**src/hw/rtl/pgls_pkg.sv**
```systemverilog
// ----------------------------------------------------------------------------
// pgls_pkg
// shared widths and request types of the line search controller and its
// arithmetic units
// ----------------------------------------------------------------------------
package pgls_pkg;

    // default fraction bits and reset tolerance
    localparam int FRAC_BITS_DEF = 16;
    localparam logic [15:0] TOL_RESET = 16'd7;

    // shift-add multiplier widths
    localparam int MUL_A_W = 64;
    localparam int MUL_B_W = 32;
    localparam int MUL_P_W = MUL_A_W + MUL_B_W;

    // restoring divider widths
    localparam int DIV_N_W = 128;
    localparam int DIV_D_W = 64;

    typedef struct packed {
        logic               start;
        logic [MUL_A_W-1:0] a;
        logic [MUL_B_W-1:0] b;
    } t_mul_req;

    typedef struct packed {
        logic               start;
        logic [DIV_N_W-1:0] num;
        logic [DIV_D_W-1:0] den;
    } t_div_req;

endpackage

```
**src/hw/rtl/pgls_mul.sv**
```systemverilog
// ----------------------------------------------------------------------------
// pgls_mul
// unsigned shift-add multiplier, one multiplier bit per cycle, msb first
// ----------------------------------------------------------------------------
module pgls_mul (
    input  logic                        i_clk,
    input  logic                        i_rst_n,
    input  pgls_pkg::t_mul_req          i_req,
    output logic                        o_done,
    output logic [pgls_pkg::MUL_P_W-1:0] o_prod
);
    import pgls_pkg::*;

    localparam int CNT_W = $clog2(MUL_B_W + 1);

    logic [MUL_A_W-1:0] r_a;
    logic [MUL_B_W-1:0] r_b;
    logic [MUL_P_W-1:0] r_acc;
    logic [CNT_W-1:0]   r_cnt;
    logic               r_busy;
    logic               r_done;

    // accumulate one partial product per cycle
    always_ff @(posedge i_clk) begin
        if (!i_rst_n) begin
            r_busy <= 1'b0;
            r_done <= 1'b0;
            r_cnt  <= '0;
        end else begin
            r_done <= 1'b0;
            if (i_req.start) begin
                r_a    <= i_req.a;
                r_b    <= i_req.b;
                r_acc  <= '0;
                r_cnt  <= CNT_W'(MUL_B_W);
                r_busy <= 1'b1;
            end else if (r_busy) begin
                r_acc <= {r_acc[MUL_P_W-2:0], 1'b0}
                       + (r_b[MUL_B_W-1] ? MUL_P_W'(r_a) : '0);
                r_b   <= {r_b[MUL_B_W-2:0], 1'b0};
                r_cnt <= r_cnt - 1'b1;
                if (r_cnt == CNT_W'(1)) begin
                    r_busy <= 1'b0;
                    r_done <= 1'b1;
                end
            end
        end
    end

    assign o_done = r_done;
    assign o_prod = r_acc;

endmodule

```
**config.mk**
```make
export PLATFORM = sky130hd
export DESIGN_NAME = pgls_mul
export DESIGN_NICKNAME = d
export VERILOG_FILES = /design/src/hw/rtl/pgls_pkg.sv /design/src/hw/rtl/pgls_mul.sv
export SDC_FILE = /design/constraint.sdc
export NUM_CORES = 1
export LEC_CHECK = 0
export BUFFER_PORTS_ARGS = -buffer_cell sky130_fd_sc_hd__clkbuf_2
export CAP_MARGIN = 0
export CELL_PAD_IN_SITES_DETAIL_PLACEMENT = 0
export CELL_PAD_IN_SITES_GLOBAL_PLACEMENT = 1
export CORE_UTILIZATION = 28
export CTS_CLUSTER_DIAMETER = 30
export DETAILED_ROUTE_END_ITERATION = 8
export PLACE_DENSITY_LB_ADDON = 0.1
export SYNTH_ARGS = -nofsm -noshare
export SYNTH_HDL_FRONTEND = slang
export SYNTH_SLANG_ARGS = --single-unit
export TNS_END_PERCENT = 50
```
**constraint.sdc**
```tcl
create_clock -name i_clk -period 5.7 [get_ports i_clk]
set_clock_uncertainty 0.2 [all_clocks]
set_input_delay 0.57 -clock i_clk [delete_from_list [all_inputs] [get_ports i_clk]]
set_output_delay 0.57 -clock i_clk [all_outputs]
set_load 0.005 [all_outputs]
```
# Word level (Yosys, flattened, before mapping)
# Cells that the tools add are included.
[word_totals]
latchBits = 0
mem_count = 0
elab_cells = 27
in_bits = 99
output_inout_bits = 97
ram_bits = 0
rom_bits = 0
register_bits = 200
[op_classes]
addsub = 2
n_bitwise = 2
shifts = 0
n_eq_ne = 1
n_reduce_logical = 5
multipliers = 0
order_cmp = 0
mux = 10
div = 0
[op_table]
columns = ["operator", "count"]
rows = [
  ["$add A96 B64 Y96", 1],
  ["$mux W96", 1],
  ["$mux W32", 2],
  ["$mux W64", 1],
  ["$mux W6", 2],
  ["$eq A6 B1 Y1 const B", 1],
  ["$sub A6 B1 Y6 const B", 1],
  ["$mux W1", 4],
  ["$reduce_and A2 Y1", 2],
  ["$reduce_or A3 Y1", 1],
  ["$not A1 Y1", 2],
  ["$reduce_bool A2 Y1", 1],
  ["$reduce_or A2 Y1", 1],
]

# Longest topological paths before layout
[logic_depth]
ltp_word = 4
depth_mapped = 17

# Least setup slack after synthesis
# Ideal clock, no wire load.
[synth_path]
path_kind = "input -> register"
from = "in i_req[96] (netlist bit)"
to = "reg r_acc[0], in the netlist o_prod[0], enable pin"
setup_ns = 0.499
t_arrival_ns = 3.732
cell_stages = 2
setup_slack_ns = 1.270
required_time_ns = 5.001
cell_sequence = "clkbuf_1 o21a_1"
[synth_between]
elab_chain_len = 2
[synth_lines]
columns = ["item", "line", "rtl"]
rows = [
  ["from (decl)", "pgls_mul.sv:8", "input pgls_pkg::t_mul_req i_req,"],
  ["$reduce_bool A2 Y1 (no line)", "n/a", ""],
  ["$reduce_and A2 Y1 (no line)", "n/a", ""],
  ["to (signal assigned)", "pgls_mul.sv:38", "r_acc <= {r_acc[MUL_P_W-2:0], 1'b0}"],
  ["to (decl)", "pgls_mul.sv:18", "logic [MUL_P_W-1:0] r_acc;"],
]
# Every way passes these cells.
# A chain may end at the register's enable or synchronous reset.

# Worst setup path after layout
[layout_path]
from = "reg r_b[31]"
to = "reg r_acc[74], in the netlist o_prod[74], data pin"
[layout_between]
elab_chain_len = 3
[layout_lines]
columns = ["item", "line", "rtl"]
rows = [
  ["from (decl)", "pgls_mul.sv:17", "logic [MUL_B_W-1:0] r_b;"],
  ["from (signal assigned)", "pgls_mul.sv:33", "r_b <= i_req.b;"],
  ["from (signal assigned)", "pgls_mul.sv:40", "r_b <= {r_b[MUL_B_W-2:0], 1'b0};"],
  ["$mux W64", "pgls_mul.sv:39", "+ (r_b[MUL_B_W-1] ? MUL_P_W'(r_a) : '0);"],
  ["$add A96 B64 Y96", "pgls_mul.sv:39", ""],
  ["$mux W96", "pgls_mul.sv:37", "end else if (r_busy) begin"],
]
# Every way passes these cells. The select of a mux whose other input is x is not followed.

==> run metrics <==
ANT cells=0; number of synthesis warnings=0; routability cong.=between 0.7 and 0.8; Area growth syn-to-layout=17.0%; count leader, synth=edfxtp_1; Final Hold Fails=0; Cell Area, Synth=between 10,000 and 15,000 sq um; first-pass detailed-route iteration total=5; first-pass GRT wire length=55,600 um; site row count=75; CTS tree=done; Initial Util=0.285; worst skew pair latency=0.49 ns; FF-to-FF path depth=15; setup TNS=0 ns; Setup crit end=o_prod[74]; Synth area leaders=edfxtp_1 (48%), ha_1 (6.8%), a21oi_1 (4.3%); placed insts=about 1,800; fin nets=~1,500; largest area contributor in the netlist=edfxtp_1; Detail Placement HPWL=between 20,000 and 30,000 um; Reg2Reg Launch Point=r_b[31]; Port Buffer Count=195; worst min-delay path category=primary input to register; worst setup path class=register to register; Final Max Tran Viols=0; FMAX=around 210 MHz; most frequent cells after synthesis=edfxtp_1 (192), nor2_1 (133), a21oi_1 (104); CTS Buf Count=17; # Post-CTS Setup Buffers=0; Worst R2R Setup Slack=a little under 0.9 ns; Tcrit/Tclk final=0.844; Routed WL=between 30,000 and 40,000 um; clk slew on worst S/H paths=0.08 ns; synthesized instance count=1,154; Setup violations, final=0; crit path from=r_b[31]; post-DR vias/cell=around 4.9; H-tree Lvls=4; RSZ-0062 raised after global routing=false; largest net degree at the start of global routing=99; clk root buf=clkbuf_16; Longest Clk Path Bufs=2; WL per Instance=approximately 19 um; layout cells sized above 1=0.217; die width=209 um; antenna violations before repair=2; Overall Global Routing Usage=0.166; Core Region=between 40,000 and 50,000 sq um; Max VDD drop=around 0.17 mV; DRT antenna net count=0; Synth Net Count=approximately 1,300; Synth Flop Type=edfxtp_1; crit path DAT=between 4 and 5 ns; max_slew headroom=0.177; post_cts resized=0; DIE AREA=between 40,000 and 50,000 sq um; CTS Hold Buffers Added=0; Post-Syn Area per Cell=between 10 and 15 sq um; clock sink count=200; post-synthesis sequential area ratio=0.495; Final Non-Filler Cells=about 1,900; Unique masters post-synth=around 70; DRC=0; Die Y=209 um; grt ovf=0; Tmin final=approximately 4.8 ns; Slew @ Worst Pin=approximately 1.2 ns; CP Max Fanout=39; CP Launch Type=register; vias in the first global route=~9,500; vias after detailed routing=slightly above 9,000; reg2reg end=o_prod[74]; io pins=196; DRT iter0 DRCs=490; element type at the critical path end=register; asr flop ratio synth=0; leakage=about 5.4 nW; Pwr per Cell Area=281 nW/um^2; CP required=between 5 and 6 ns; outcome=complete, no violations; Yosys reg bits=200; area share of the largest cell type after synthesis=0.481; final-layout fill cell count=around 4,400; Max Cap Viol=0; number of synthesized flops with an enable pin=between 150 and 200
[layer usage]
metal,track usage,routed length (um)
met5,0,13
met4,0.0431,402
met3,0.0497,2070
met2,0.244,15500
met1,0.234,17500
[critical path: stages, from the launching register on]
cell and delay [ns]:
edfxtp_1 0.54, buf_4 0.32, and2_1 0.20, ha_1 0.45
nand4_1 0.23, nor3_2 0.26, nand2_1 0.10, nor4b_1 0.33
a211oi_1 0.23, a21oi_1 0.42, o21ai_1 0.18, buf_4 0.20
and2_1 0.13, buf_4 0.20, or4_1 0.51, a21oi_1 0.15
[sequential cells by signal, summed over array words and instances (netlist names)]
name	flops
o_prod	96
r_a	64
r_b	32
r_cnt	6
o_done	1
r_busy	1
[layout by cell type (no fill, tap or decap), drive strengths merged, types with 12 or more instances in the layout]
cell type  instances
o21bai            17
o21ai             68
and2              69
nand2             80
nand4             36
clkbuf           211
xnor2             44
o21a              12
or3               16
a21oi            105
inv               31
nor3              15
xor2              30
ha                65
mux2              31
nand3             17
edfxtp           192
nor2             134
a21o              21
[where the power goes]
part,internal (mW),switching [mW]
logic,0.342,0.524
clock network,0.585,0.656
registers,1.75,0.0741
total,2.68,1.25
[worst min-delay path by stage]
| stage | start | depth (start not counted) | end | slack (ns) |
|---|---|---|---|---|
| global route | i_req[51] | 1 | r_a[19] | 0.03 |
| floorplan | r_cnt[0] | 2 | r_cnt[0] | 0.27 |
| global placement | r_cnt[0] | 2 | r_cnt[0] | 0.28 |
| CTS | i_req[51] | 1 | r_a[19] | 0.03 |
| finish | i_req[95] | 1 | r_a[63] | 0.06 |
| detailed placement | r_cnt[0] | 2 | r_cnt[0] | 0.29 |
[area by class of cell]
type / count / area, sq um / area share
Inverter: 25 / 93.8 / 0.00670
Clock buffer: 17 / 425 / 0.0304
Clock inverter: 15 / 160 / 0.0114
Tap cell: 539 / 674 / 0.0481
Timing Repair Buffer: 205 / 1070 / 0.0761
Sequential cell: 200 / 5930 / 0.423
Multi-Input combinational cell: 868 / 5670 / 0.404
[cell families (layout without fill, tap and decap cells)]
logic type,Yosys count,after routing,share of synthesized area
and+or+nand+nor,409,409,0.170
buffers and inverters,86,262,0.0327
AOI/OAI and AO/OA,288,288,0.150
xor gates and xnor gates,74,74,0.0541
muxes,31,31,0.0291
adders and majority gates,66,66,0.0696
DFF,200,200,0.495
[metrics by stage]
step / power [mW] / hold WS [ns] / utilization / instance area [sq um] / setup WS, ns
finish: 3.94 / 0.0574 / 0.333 / 14000 / 0.890
floorplan: 2.44 / 0.267 / - / 12000 / 1.27
global placement: 2.75 / 0.281 / 0.319 / 13400 / 0.892
CTS: 4.00 / 0.0316 / 0.333 / 14000 / 0.819
detailed placement: 2.74 / 0.289 / 0.319 / 13400 / 0.840
global route: 4.15 / 0.0294 / 0.333 / 14000 / 0.391
Power figures use the tool's default switching activity.
