[config.mk]
export PLATFORM = sky130hd
export DESIGN_NAME = pgls_div
export DESIGN_NICKNAME = d
export VERILOG_FILES = /design/src/hw/rtl/pgls_pkg.sv /design/src/hw/rtl/pgls_div.sv
export SDC_FILE = /design/constraint.sdc
export NUM_CORES = 1
export LEC_CHECK = 0
export BUFFER_PORTS_ARGS = -buffer_cell sky130_fd_sc_hd__buf_2
export CAP_MARGIN = 25
export CORE_MARGIN = 4
export CORE_UTILIZATION = 40
export DETAILED_ROUTE_END_ITERATION = 6
export MAX_ROUTING_LAYER = met4
export PLACE_DENSITY = 0.69
export SLEW_MARGIN = 5
export SYNTH_ARGS = -nofsm -noshare
export SYNTH_HDL_FRONTEND = slang
export SYNTH_SLANG_ARGS = --single-unit
[constraint.sdc]
create_clock -name i_clk -period 6.6 [get_ports i_clk]
set_clock_uncertainty 0.1 [all_clocks]
set_input_delay 1.32 -clock i_clk [delete_from_list [all_inputs] [get_ports i_clk]]
set_output_delay 1.32 -clock i_clk [all_outputs]
set_load 0.01 [all_outputs]
[src/hw/rtl/pgls_pkg.sv]
// ----------------------------------------------------------------------------
// pgls_pkg
// shared widths and request types of the line search controller and its
// arithmetic units
// ----------------------------------------------------------------------------
package pgls_pkg;

    // default fraction bits and reset tolerance
    localparam int FRAC_BITS_DEF = 16;
    localparam logic [15:0] TOL_RESET = 16'd7;

    // shift-add multiplier widths
    localparam int MUL_A_W = 64;
    localparam int MUL_B_W = 32;
    localparam int MUL_P_W = MUL_A_W + MUL_B_W;

    // restoring divider widths
    localparam int DIV_N_W = 128;
    localparam int DIV_D_W = 64;

    typedef struct packed {
        logic               start;
        logic [MUL_A_W-1:0] a;
        logic [MUL_B_W-1:0] b;
    } t_mul_req;

    typedef struct packed {
        logic               start;
        logic [DIV_N_W-1:0] num;
        logic [DIV_D_W-1:0] den;
    } t_div_req;

endpackage

[src/hw/rtl/pgls_div.sv]
// ----------------------------------------------------------------------------
// pgls_div
// restoring divider, one quotient bit per cycle; quotient shifts into the
// numerator register as the numerator bits are consumed
// ----------------------------------------------------------------------------
module pgls_div (
    input  logic                        i_clk,
    input  logic                        i_rst_n,
    input  pgls_pkg::t_div_req          i_req,
    output logic                        o_done,
    output logic [pgls_pkg::DIV_N_W-1:0] o_quot
);
    import pgls_pkg::*;

    localparam int CNT_W = $clog2(DIV_N_W + 1);

    logic [DIV_N_W-1:0] r_nq;
    logic [DIV_D_W-1:0] r_rem;
    logic [DIV_D_W-1:0] r_den;
    logic [CNT_W-1:0]   r_cnt;
    logic               r_busy;
    logic               r_done;

    logic [DIV_D_W:0]   rs;
    logic [DIV_D_W:0]   rdiff;
    logic               qbit;

    // partial remainder with the carry bit kept on top
    assign rs    = {r_rem, r_nq[DIV_N_W-1]};
    assign rdiff = rs - {1'b0, r_den};
    assign qbit  = (rs >= {1'b0, r_den});

    always_ff @(posedge i_clk) begin
        if (!i_rst_n) begin
            r_busy <= 1'b0;
            r_done <= 1'b0;
            r_cnt  <= '0;
        end else begin
            r_done <= 1'b0;
            if (i_req.start) begin
                r_nq   <= i_req.num;
                r_den  <= i_req.den;
                r_rem  <= '0;
                r_cnt  <= CNT_W'(DIV_N_W);
                r_busy <= 1'b1;
            end else if (r_busy) begin
                r_rem <= qbit ? rdiff[DIV_D_W-1:0] : rs[DIV_D_W-1:0];
                r_nq  <= {r_nq[DIV_N_W-2:0], qbit};
                r_cnt <= r_cnt - 1'b1;
                if (r_cnt == CNT_W'(1)) begin
                    r_busy <= 1'b0;
                    r_done <= 1'b1;
                end
            end
        end
    end

    assign o_done = r_done;
    assign o_quot = r_nq;

endmodule

# Word-level counts from Yosys, hierarchy flattened

Cells that the tools add are included.

Bits in latches: 0
Memories: 0
Memory bits (read-only): 0
Output and inout bits: 129
Flip-flop bits (word level): 266
Input bits: 195
RAM bits: 0
Logic and storage cells: 28

Add/subtract/negate cells: 2
Div/mod/pow operators: 0
Magnitude comparators: 1
Reduce and logical (&&, ||, !) cells: 5
Bitwise operators: 2
Multiplexer cells: 10
Eq/ne operators: 1
Multipliers: 0
Shifts and indexed selects: 0

Operator list:

| kind                                                                  | count |
|---|---|
| 128-bit two-way mux                                                   | 2 |
| 64-bit two-way mux                                                    | 2 |
| 65-bit by 64-bit greater-or-equal comparator with 1-bit output        | 1 |
| 64-bit subtractor                                                     | 1 |
| 8-bit two-way mux                                                     | 2 |
| 8-bit by 1-bit equality test with 1-bit output, second input constant | 1 |
| 8-bit by 1-bit subtractor with 8-bit output, second input constant    | 1 |
| 1-bit two-way mux                                                     | 4 |
| 2-bit AND reduction                                                   | 2 |
| 3-bit OR reduction                                                    | 1 |
| 1-bit NOT                                                             | 2 |
| 2-bit nonzero test                                                    | 1 |
| 2-bit OR reduction                                                    | 1 |

# Longest topological paths before layout

Gate-level depths: netlist of the first run.

Depth in word-level cells: 4
Gate-level depth with buffers: 16
Depth with buffers taken out: 12

# Worst setup path after synthesis of the first run

No wires, ideal clock.

Path kind: input-to-reg
Start point: in i_req[192] (netlist name)
End point: reg r_nq[0] (netlist: o_quot[0]) (enable)
Stages on the path: 3
Path buffers: 2
Required time: 5.930 ns
Data arrival time: 6.100 ns
Path slack: -0.170 ns
Setup time: 0.570 ns
Cell sequence: clkbuf_1 clkbuf_1 o21a_1

Longest elaborated chain between the ends: 2

RTL lines:

| item                          | RTL line       | source |
|---|---|---|
| start, declared               | pgls_div.sv:9  | `input pgls_pkg::t_div_req i_req,` |
| 2-bit nonzero test (no line)  | --             |  |
| 2-bit AND reduction (no line) | --             |  |
| end signal, assigned          | pgls_div.sv:41 | `r_nq <= i_req.num;` |
| end signal, assigned          | pgls_div.sv:48 | `r_nq <= {r_nq[DIV_N_W-2:0], qbit};` |
| end, declared                 | pgls_div.sv:17 | `logic [DIV_N_W-1:0] r_nq;` |

Every way passes these cells.
A chain may end at the register's enable or synchronous reset.

# Worst setup path after layout of the first run

Start point: reg r_rem[51]
End point: reg r_rem[60] (data pin)

Longest elaborated chain between the ends: 3
Elaborated cells between the ends (all ways): 4
Those cells by class: add/sub: 1; order compare: 1; mux: 2

RTL lines:

| item                                                                                                | RTL line                       | source |
|---|---|---|
| start, declared                                                                                     | pgls_div.sv:18                 | `logic [DIV_D_W-1:0] r_rem;` |
| start signal, assigned                                                                              | pgls_div.sv:47                 | `r_rem <= qbit ? rdiff[DIV_D_W-1:0] : rs[DIV_D_W-1:0];` |
| 64-bit subtractor or 65-bit by 64-bit greater-or-equal comparator with 1-bit output (tied branches) | pgls_div.sv:30, pgls_div.sv:31 |  |
| 64-bit two-way mux *                                                                                | pgls_div.sv:47                 |  |
| 64-bit two-way mux *                                                                                | pgls_div.sv:46                 | `end else if (r_busy) begin` |

Mark *: on every way between the ends. The rest lies on a longest branch, timed or not. The select of a mux whose other input is x is not followed.

==> results of run 1 <==
state kept, by name, summed over array words and instances (netlist names):
register,count
o_done,1
r_den,64
r_rem,64
r_cnt,8
r_busy,1
o_quot,128
synth_stat cells (19+ instances only):
cell	n
a211oi_1	23
a21o_1	27
a21oi_1	117
buf_2	19
clkbuf_1	49
edfxtp_1	256
ha_1	66
inv_1	85
mux2_2	128
nand2_1	130
nand3_1	33
nand4_1	29
nor2_1	76
nor3_1	21
o21ai_0	38
xnor2_1	28
per-layer routing:
layer	GRT usage, %	vias to the layer above	wire length [µm]
li1	-	5719	-
met1	23.7	5706	16900
met2	36.3	423	21900
met3	5.45	73	3260
met4	5.33	0	1180
met5	-	-	0
power by group through the flow:
stage / Combinational (µW) / Sequential, µW / Clock (µW)
after global routing: 1300 / 2110 / 1780
after CTS: 1170 / 2100 / 1700
final: 1180 / 2100 / 1650
after floorplan: 812 / 2140 / 0
after detailed placement: 1160 / 2130 / 0
after global placement: 1140 / 2130 / 0
worst max-delay path by stage:
stage,start,endpoint
after floorplan,i_req[192],o_quot[0]$_DFFE_PP_
after CTS,r_rem[7]$_SDFFCE_PP0P_,r_rem[60]$_SDFFCE_PP0P_
after global routing,r_rem[51]$_SDFFCE_PP0P_,r_rem[60]$_SDFFCE_PP0P_
final,r_rem[51]$_SDFFCE_PP0P_,r_rem[60]$_SDFFCE_PP0P_
after detailed placement,r_rem[7]$_SDFFCE_PP0P_,r_rem[60]$_SDFFCE_PP0P_
after global placement,r_rem[5]$_SDFFCE_PP0P_,r_rem[60]$_SDFFCE_PP0P_
worst max-delay path, stage by stage, from the launching register on:
cell	delay, ps
edfxtp_1	380
ha_1	400
a21oi_1	270
o21ai_1	140
a21oi_1	290
o21ai_0	160
a211o_1	330
a311oi_2	330
and2_2	860
buf_4	380
nor4_1	90
or4_1	530
stage by stage:
stage               utilization, %  instances
CTS                           48.4       2185
detailed placement            45.8       2130
global route                  48.6       2196
finish                        48.6       2197
global placement              45.8       2130
floorplan                        -       1366
layout by cell type, fill, tap and decap left out, types with 21 or more instances in the layout:
cell type | Yosys | final
buf_2 | 19 | 322
edfxtp_1 | 256 | 256
nand2_1 | 130 | 129
mux2_2 | 128 | 128
a21oi_1 | 117 | 117
inv_1 | 85 | 84
nor2_1 | 76 | 76
ha_1 | 66 | 66
o21ai_0 | 38 | 38
nand3_1 | 33 | 33
clkbuf_16 | 0 | 31
nand4_1 | 29 | 29
xnor2_1 | 28 | 28
a21o_1 | 27 | 27
a211oi_1 | 23 | 23
nor3_1 | 21 | 21
kinds of logic after synthesis:
logic type | after synthesis | synth area share (%)
xor+xnor | 46 | 2.66
mux | 133 | 9.84
flops | 266 | 52.0
simple gates | 373 | 12.0
compound gates | 320 | 13.7
fa+ha+maj | 67 | 5.58
buf+inv | 161 | 4.22
area by class of cell:
type | count | area [µm²] | share of cell area [%]
Sequential cell | 266 | 7890 | 43.3
Inverter | 85 | 319 | 1.75
Timing Repair Buffer | 331 | 1730 | 9.51
Multi-Input combinational cell | 939 | 6640 | 36.5
Clock inverter | 9 | 86.3 | 0.474
Clock buffer | 46 | 882 | 4.84
Tap cell | 511 | 639 | 3.51
Antenna cell | 10 | 25.0 | 0.137
==> metrics.txt, run 1 <==
IO buf count=about 320; Reg2Reg Depth=11; Initial Util=between 40% and 50%; num rows=71; Layout area overhead=20.2%; largest net degree at the start of global routing=between 150 and 200; final wirelength=43300 µm; post-cts sizing count=0; Slew Viols, Final=0; hold_sp=r_cnt[1]$_SDFFE_PP0P_; Cell variety after synth=71; Clock power frac=around a third; Setup WS pre-CTS=2160 ps; Pleak=0.00736 µW; Hold Crit Class=flip-flop to flip-flop; outcome=complete, no violations; layout cells sized above 1=between 30% and 40%; DRC Markers=0; Synth area leader=edfxtp_1; setup violators final=0; top_reg_cell synth=edfxtp_1; initial antenna violation count=10; sw frac=between 20% and 30%; first-pass GRT wire length=66200 µm; Hold Vio Cnt, Final=0; minimum clock period=between 4000 and 5000 ps; Placement Cell Area=~17000 µm²; die area=roughly 41000 µm²; EDFF count, synth=approximately 260; Critical Path AT=roughly 4800 ps; final setup TNS=0 ps; number of synthesis warnings=0; Final ANT Viol Nets=0; Filler Cell Count=3485; GRT Util Overall=20.7%; Post-Syn Area per Cell=approximately 11 µm²; nets=between 1500 and 2000; gr ovfl total=0; Fin Hold WS=between 300 and 400 ps; WHS Endpoint=r_cnt[1]$_SDFFE_PP0P_; RSZ-0062 raised after global routing=false; Initial DRT Pass Iterations=5; Worst Hold Depth=2; fin crit share=between 60% and 70%; hold_buf cts=0; CP startpoint kind=flip-flop; cells after synthesis=~1400; Initial DRC Count=760; post-route worst setup slack=about 2100 ps; Crit Path Max Fanout=46; reg2reg start=r_rem[51]$_SDFFCE_PP0P_; fmax=~220 MHz; Seq/Total Area, Yosys=~52%; #FFs+latches synth=266; routability cong.=roughly 0.93; clk sinks=266; DR vias/cell=5.43; Worst setup EP type=flip-flop; hpwl dp=approximately 32000 µm; setup repair bufs after CTS=0; Mapped Nets=about 1600; VDD IR max=~0.23 mV; cts bufs inserted=31; sw power=roughly 1500 µW; clock buffer depth=3; CTS tree=done; die height=203 µm; Int Pwr=roughly 3500 µW; H-Tree Depth=1; R2R setup slack=2070 ps; Die W=around 200 µm; worst-margin pin slew=between 900 and 1000 ps; IO Count=approximately 320; WL per Instance=19.7 µm; Tot Pwr=approximately 4900 µW; Syn Std Cell Area=around 15000 µm²; vias in the first global route=12051; Slew HR=a little over a third; pwr/cell area=271 nW/µm²; Clock Tree Root=clkbuf_16; Combinational Power Share=a little under a quarter; MaxCap Viol Count=0; core outline area=roughly 37000 µm²; critical path type=flip-flop to flip-flop; Crit path required time=6830 ps; routed via count=11921; synth top area cells=edfxtp_1 (51%), mux2_2 (9.5%), ha_1 (5.4%); Post-synth ARST share=0%; Reg clk slew, reported paths=60 ps; share of the synthesized area in the top cell type=roughly half; clk_lat worst skew=590 ps; sequential share of power=between 40% and 50%; RR Endpoint=r_rem[60]$_SDFFCE_PP0P_; fin area=~18000 µm²
Note: power is estimated with default switching activity, not from simulation.
==> run 2: changes to the inputs <==
==> constraint.sdc (replaced) <==
create_clock -name i_clk -period 3.95 [get_ports i_clk]
set_clock_uncertainty 0.1 [all_clocks]
set_input_delay 0.79 -clock i_clk [delete_from_list [all_inputs] [get_ports i_clk]]
set_output_delay 0.79 -clock i_clk [all_outputs]
set_load 0.01 [all_outputs]
==> metrics.txt, run 2 (synthesis results as in run 1) <==
outcome=finished, violations left; failing checks=design-rule violations; VDD IR max=0.366 mV (+59%); die height=203 µm (unchanged); Crit path max-delay family=compound AO/OA/AOI/OAI gates; setup repair bufs after CTS=0 (unchanged); pwr/cell area=454 nW/µm² (+68%); CP most frequent cell=a221oi_1; DR vias/cell=5.44 (+0.19%); Pleak=0.00746 µW (+1.4%); Clock Tree Root=clkbuf_16; Tot Pwr=8340 µW (+69%); routed via count=12031 (+0.92%); RSZ-0062 raised after global routing=false; GRT Util Overall=21.1% (+0.40 points); Initial DRC Count=789 (+3.8%); worst-margin pin slew=781 ps (-177 ps); first-pass GRT wire length=67400 µm (+1.9%); Slew HR=47.9% (+12 points); Critical Path AT=4040 ps (-720 ps); crit-path cells=ha_1 -> a21oi_1 -> o21ai_0 -> a221oi_1 -> o221ai_1 -> o31ai_1 -> nand2_1 -> a221oi_1 -> xor2_1 -> a211oi_1; hpwl dp=33000 µm (+3.3%); Layout area overhead=21.3%; critical path type=flip-flop to flip-flop; num rows=71 (unchanged); core outline area=37500 µm² (unchanged); minimum clock period=3730 ps (-798 ps); IO Count=324 (unchanged); Slew Viols, Final=0 (unchanged); clk sinks=266 (unchanged); most common cell after layout, fill and taps aside=buf_2; CTS tree=done; Initial DRT Pass Iterations=7 (+2); largest net degree at the start of global routing=138 (-12%); H-Tree Depth=1 (unchanged); final setup TNS=0 ps (unchanged); final core occ=49.0% (+0.44 points); clock buffer depth=3 (unchanged); die area=41100 µm² (unchanged); CP startpoint kind=flip-flop; gr ovfl total=0 (unchanged); initial antenna violation count=9 (-1); commonest non-fill, non-tap cells in the layout=buf_2 (322), edfxtp_1 (256), nand2_1 (129); Reg clk slew, reported paths=60 ps (about the same); routability cong.=0.933 (+0.64%); CP max-delay cell=a221oi_1; final wirelength=43800 µm (+1.1%); WL per Instance=19.8 µm (+0.42%); DRC Markers=2 (+2); Initial Util=40.4% (unchanged); CP Buf/Inv Count=0 (-1); CP max stage delay=500 ps (-360 ps); nets=1932 (+0.84%); hold_buf cts=0 (unchanged); Hold Vio Cnt, Final=0 (unchanged); fmax=268 MHz (+21%); fin crit share=94.5% (+26 points); clk_lat worst skew=590 ps (about the same); IO buf count=323 (unchanged); setup violators final=0 (unchanged); Die W=203 µm (unchanged); Largest register FFs=128 (unchanged); Filler Cell Count=3499 (+0.40%); Worst setup EP type=flip-flop; cts bufs inserted=31 (unchanged); layout cells sized above 1=31.8% (+0.57 points); Final ANT Viol Nets=0 (unchanged); post-cts sizing count=0 (unchanged); Hold Crit Class=input pin to flip-flop; Crit Path Max Fanout=7 (-85%); Crit path required time=4260 ps (-2570 ps); MaxCap Viol Count=0 (unchanged); vias in the first global route=12278 (+1.9%)
-- run 2: cell types whose count changed in the layout (fill, tap and decap cells not counted), sizes merged --
cell,change
buf,+16
clkinvlp,-2
bufinv,+1
clkbuf,+1
clkinv,+1
diode,-1
-- run 2: per-layer routing --
metal	vias up	GRT usage, %	part of all wire [%]
met5	-	-	0
met4	0	6.89	3.6
met3	89	5.29	7.1
met2	402	36.2	50
met1	5795	24.4	39
li1	5745	-	-
-- run 2: power breakdown --
group / switching (µW) / leakage [µW] / internal (µW)
Sequential: 119 / 0.00253 / 3390
Combinational: 1210 / 0.00446 / 826
Clock: 1170 / 0.000476 / 1640
-- run 2: through the flow --
stage	setup WS, ps	std cells	cell area [µm²]	hold slack, ps
floorplan	574	1366	15200	356
global placement	330	2148	17400	365
detailed placement	235	2148	17400	392
CTS	228	2204	18400	240
global route	8.90	2213	18400	247
finish	216	2213	18400	267
-- run 2: area by class of cell --
cell class / instances / area, µm² / share of cell area (%)
Sequential cell: 266 / 7890 / 42.9
Multi-Input combinational cell: 939 / 6640 / 36.1
Timing Repair Buffer: 347 / 1890 / 10.3
Clock buffer: 47 / 866 / 4.71
Tap cell: 511 / 639 / 3.48
Inverter: 85 / 319 / 1.74
Clock inverter: 9 / 111 / 0.606
Antenna cell: 9 / 22.5 / 0.123
-- run 2: final timing paths --
kind	cells past startpoint	start	slack [ps]	end
max	10	r_rem[22]$_SDFFCE_PP0P_	220	r_rem[56]$_SDFFCE_PP0P_
min	1	i_req[6]	270	r_den[6]$_DFFE_PP_
max reg2reg	10	r_rem[22]$_SDFFCE_PP0P_	220	r_rem[56]$_SDFFCE_PP0P_
min reg2reg	2	r_cnt[1]$_SDFFE_PP0P_	400	r_cnt[1]$_SDFFE_PP0P_
==> run 3: changes to the inputs <==
--- a/config.mk
+++ b/config.mk
@@ -5,13 +5,14 @@
 export SDC_FILE = /design/constraint.sdc
 export NUM_CORES = 1
 export LEC_CHECK = 0
+export ABC_AREA = 1
 export BUFFER_PORTS_ARGS = -buffer_cell sky130_fd_sc_hd__buf_2
 export CAP_MARGIN = 25
 export CORE_MARGIN = 4
 export CORE_UTILIZATION = 40
 export DETAILED_ROUTE_END_ITERATION = 6
 export MAX_ROUTING_LAYER = met4
-export PLACE_DENSITY = 0.69
+export PLACE_DENSITY = 0.68
 export SLEW_MARGIN = 5
 export SYNTH_ARGS = -nofsm -noshare
 export SYNTH_HDL_FRONTEND = slang
==> metrics.txt, run 3 <==
pwr/cell area=448 nW/µm² (-1.3%); routability cong.=0.999 (+7.1%); MaxCap Viol Count=0 (unchanged); Largest register FFs=128 (unchanged); Crit path max-delay family=simple AND/OR/NAND/NOR gates; Combinational Power Share=31.8% (+7.4 points); hold_buf cts=0 (unchanged); Final ANT Viol Nets=0 (unchanged); clk_lat worst skew=620 ps (+30 ps); hpwl dp=46500 µm (+41%); VDD IR max=0.363 mV (-0.67%); gr ovfl total=0 (unchanged); crit-path cells=ha_1 -> nand2_1 -> nand2_1 -> nand2_1 -> nand2_1 -> inv_2 -> nand3_2 -> nand2_1 -> nand2_2 -> nand2_2 -> nand2_2 -> nand2_4 -> buf_4 -> nand3b_1 -> nand2_1 -> nor2_1; critical path type=flip-flop to flip-flop; Initial DRC Count=1043 (+32%); clock buffer depth=3 (unchanged); Cell variety after synth=38 (-46%); Clock power frac=29.1% (-4.5 points); Initial Util=40.5% (about the same); Slew HR=33.0% (-15 points); CP most frequent cell=nand2_1; post-cts sizing count=0 (unchanged); H-Tree Depth=1 (unchanged); die area=46900 µm² (+14%); CP startpoint kind=flip-flop; RSZ-0062 raised after global routing=false; Clock Tree Root=clkbuf_16; Mapped Nets=2702 (+66%); met1 Usage GRT=31.2% (+6.8 points); most common cell after layout, fill and taps aside=nand2_1; Crit Path Max Fanout=50 (+43); Global Route met3 Usage=4.94% (-0.35 points); fin crit share=76.1% (-18 points); CP max stage delay=450 ps (-50 ps); DRC Markers=0 (-2); Int Pwr=5870 µW (+0.27%); Crit path required time=4220 ps (-40 ps); Critical Path AT=3270 ps (-770 ps); Hold Vio Cnt, Final=0 (unchanged); EDFF count, synth=256 (unchanged); Pleak=0.0111 µW (+49%); num rows=76 (+7.0%); IO Count=324 (unchanged); GRT Util Overall=25.1% (+4.0 points); core outline area=43000 µm² (+15%); clk sinks=266 (unchanged); sw frac=36.5% (+6.6 points); Fin Hold WS=243 ps (-24.0 ps); routed via count=15880 (+32%); share of the synthesized area in the top cell type=44.2% (-6.5 points); CP Buf/Inv Count=2 (+2); met2 usage=41.5% (+5.4 points); #FFs+latches synth=266 (unchanged); largest net degree at the start of global routing=102 (-26%); Slew Viols, Final=0 (unchanged); final setup TNS=0 ps (unchanged); Seq/Total Area, Yosys=45.4% (-6.7 points); Post-synth top cells=nand2_1 (1114), inv_1 (417), edfxtp_1 (256), nor2_1 (236), ha_1 (66); minimum clock period=3010 ps (-729 ps); top_reg_cell synth=edfxtp_1; cts bufs inserted=31 (unchanged); Initial DRT Pass Iterations=5 (-2); CP max-delay cell=buf_4; initial antenna violation count=9 (unchanged); Post-synth ARST share=0% (unchanged); placed cells=3307 (+54%); Tot Pwr=9240 µW (+11%); sequential share of power=39.1% (-3.0 points); sw power=3370 µW (+35%); layout cells sized above 1=15.4% (-16 points); IO buf count=323 (unchanged); cells after synthesis=2440 (+79%); commonest non-fill, non-tap cells in the layout=nand2_1 (1113), inv_1 (415), buf_2 (322); fmax=333 MHz (+24%); Hold Crit Class=input pin to flip-flop; vias in the first global route=15653 (+27%); first-pass GRT wire length=89600 µm (+33%); Post-Syn Area per Cell=7.13 µm² (-36%); Layout area overhead=18.6%; setup violators final=0 (unchanged); DR vias/cell=4.71 (-13%); WL per Instance=17.3 µm (-13%); gr busiest metal=met2; CTS tree=done; number of synthesis warnings=0 (unchanged); most common cell in the netlist=nand2_1; Reg clk slew, reported paths=60 ps (about the same); Syn Std Cell Area=17400 µm² (+15%); Synth area leader=edfxtp_1; setup repair bufs after CTS=0 (unchanged); synth top area cells=edfxtp_1 (44%), nand2_1 (24%), inv_1 (9.0%); worst-margin pin slew=1010 ps (+225 ps); outcome=complete, no violations; Finished Layout Cells=3374 (+52%); final wirelength=58400 µm (+33%); die height=217 µm (+6.8%); Worst setup EP type=flip-flop; Die W=217 µm (+6.8%); nets=3017 (+56%)
[run 3: changes by cell type after synthesis, moves of 18 or more]
cell,previous run,this run
nand2_1,130,1114
xnor2_1,28,2
nand3b_1,2,55
mux2_2,128,0
nand4_1,29,11
a21oi_1,117,46
a21o_1,27,0
nand3_1,33,63
a211oi_1,23,1
o21ai_0,38,8
nor2_1,76,236
inv_1,85,417
[run 3: logic make-up (layout without fill, tap and decap cells)]
group,after synthesis,in the layout,synth area share [%]
xor gates and xnor gates,33,33,1.66
DFF,266,266,45.4
other,0,9,0
adders and majority gates,67,67,4.86
AOI/OAI and AO/OA,60,60,1.80
buffers and inverters,487,827,10.8
and+or+nand+nor,1527,1527,35.5
[run 3: through the flow]
step                      setup slack, ps  utilization [%]  cell area, µm²
final                                 944             48.0           20600
after global routing                  699             48.0           20600
after CTS                             916             47.9           20600
after detailed placement              937             45.7           19700
after global placement                971             45.7           19700
after floorplan                       996                -           17400
[run 3: routing by layer]
layer | up-vias | routed length, µm
li1 | 8103 | -
met1 | 7211 | 24900
met2 | 471 | 27500
met3 | 95 | 3690
met4 | 0 | 2280
met5 | - | 0
[run 3: path summary, 6_finish.rpt]
check / from / to / slack, ps / cells past startpoint
setup / recovery: r_rem[5]$_SDFFCE_PP0P_ / r_rem[19]$_SDFFCE_PP0P_ / 940 / 16
hold / removal: i_req[10] / r_den[10]$_DFFE_PP_ / 240 / 1
setup reg to reg: r_rem[5]$_SDFFCE_PP0P_ / r_rem[19]$_SDFFCE_PP0P_ / 940 / 16
hold reg to reg: r_cnt[7]$_SDFFE_PN0N_ / r_cnt[7]$_SDFFE_PN0N_ / 390 / 2
[run 3: final cells by class]
| type | count | area [µm²] |
|---|---|---|
| Fill cell | 4498 | 22400 |
| Sequential cell | 266 | 7890 |
| Multi-Input combinational cell | 1687 | 7640 |
| Timing Repair Buffer | 337 | 1770 |
| Inverter | 432 | 1630 |
| Clock buffer | 33 | 783 |
| Tap cell | 585 | 732 |
| Clock inverter | 25 | 154 |
| Antenna cell | 9 | 22.5 |
[run 3: power groups by stage]
stage / registers, µW / clock network (µW) / logic (µW)
2_1_floorplan: 3700 / 0 / 1920
3_3_place_gp: 3660 / 0 / 2900
3_5_place_dp: 3660 / 0 / 2930
4_1_cts: 3620 / 2750 / 2940
5_1_grt: 3650 / 2870 / 3320
6_report: 3610 / 2690 / 2930
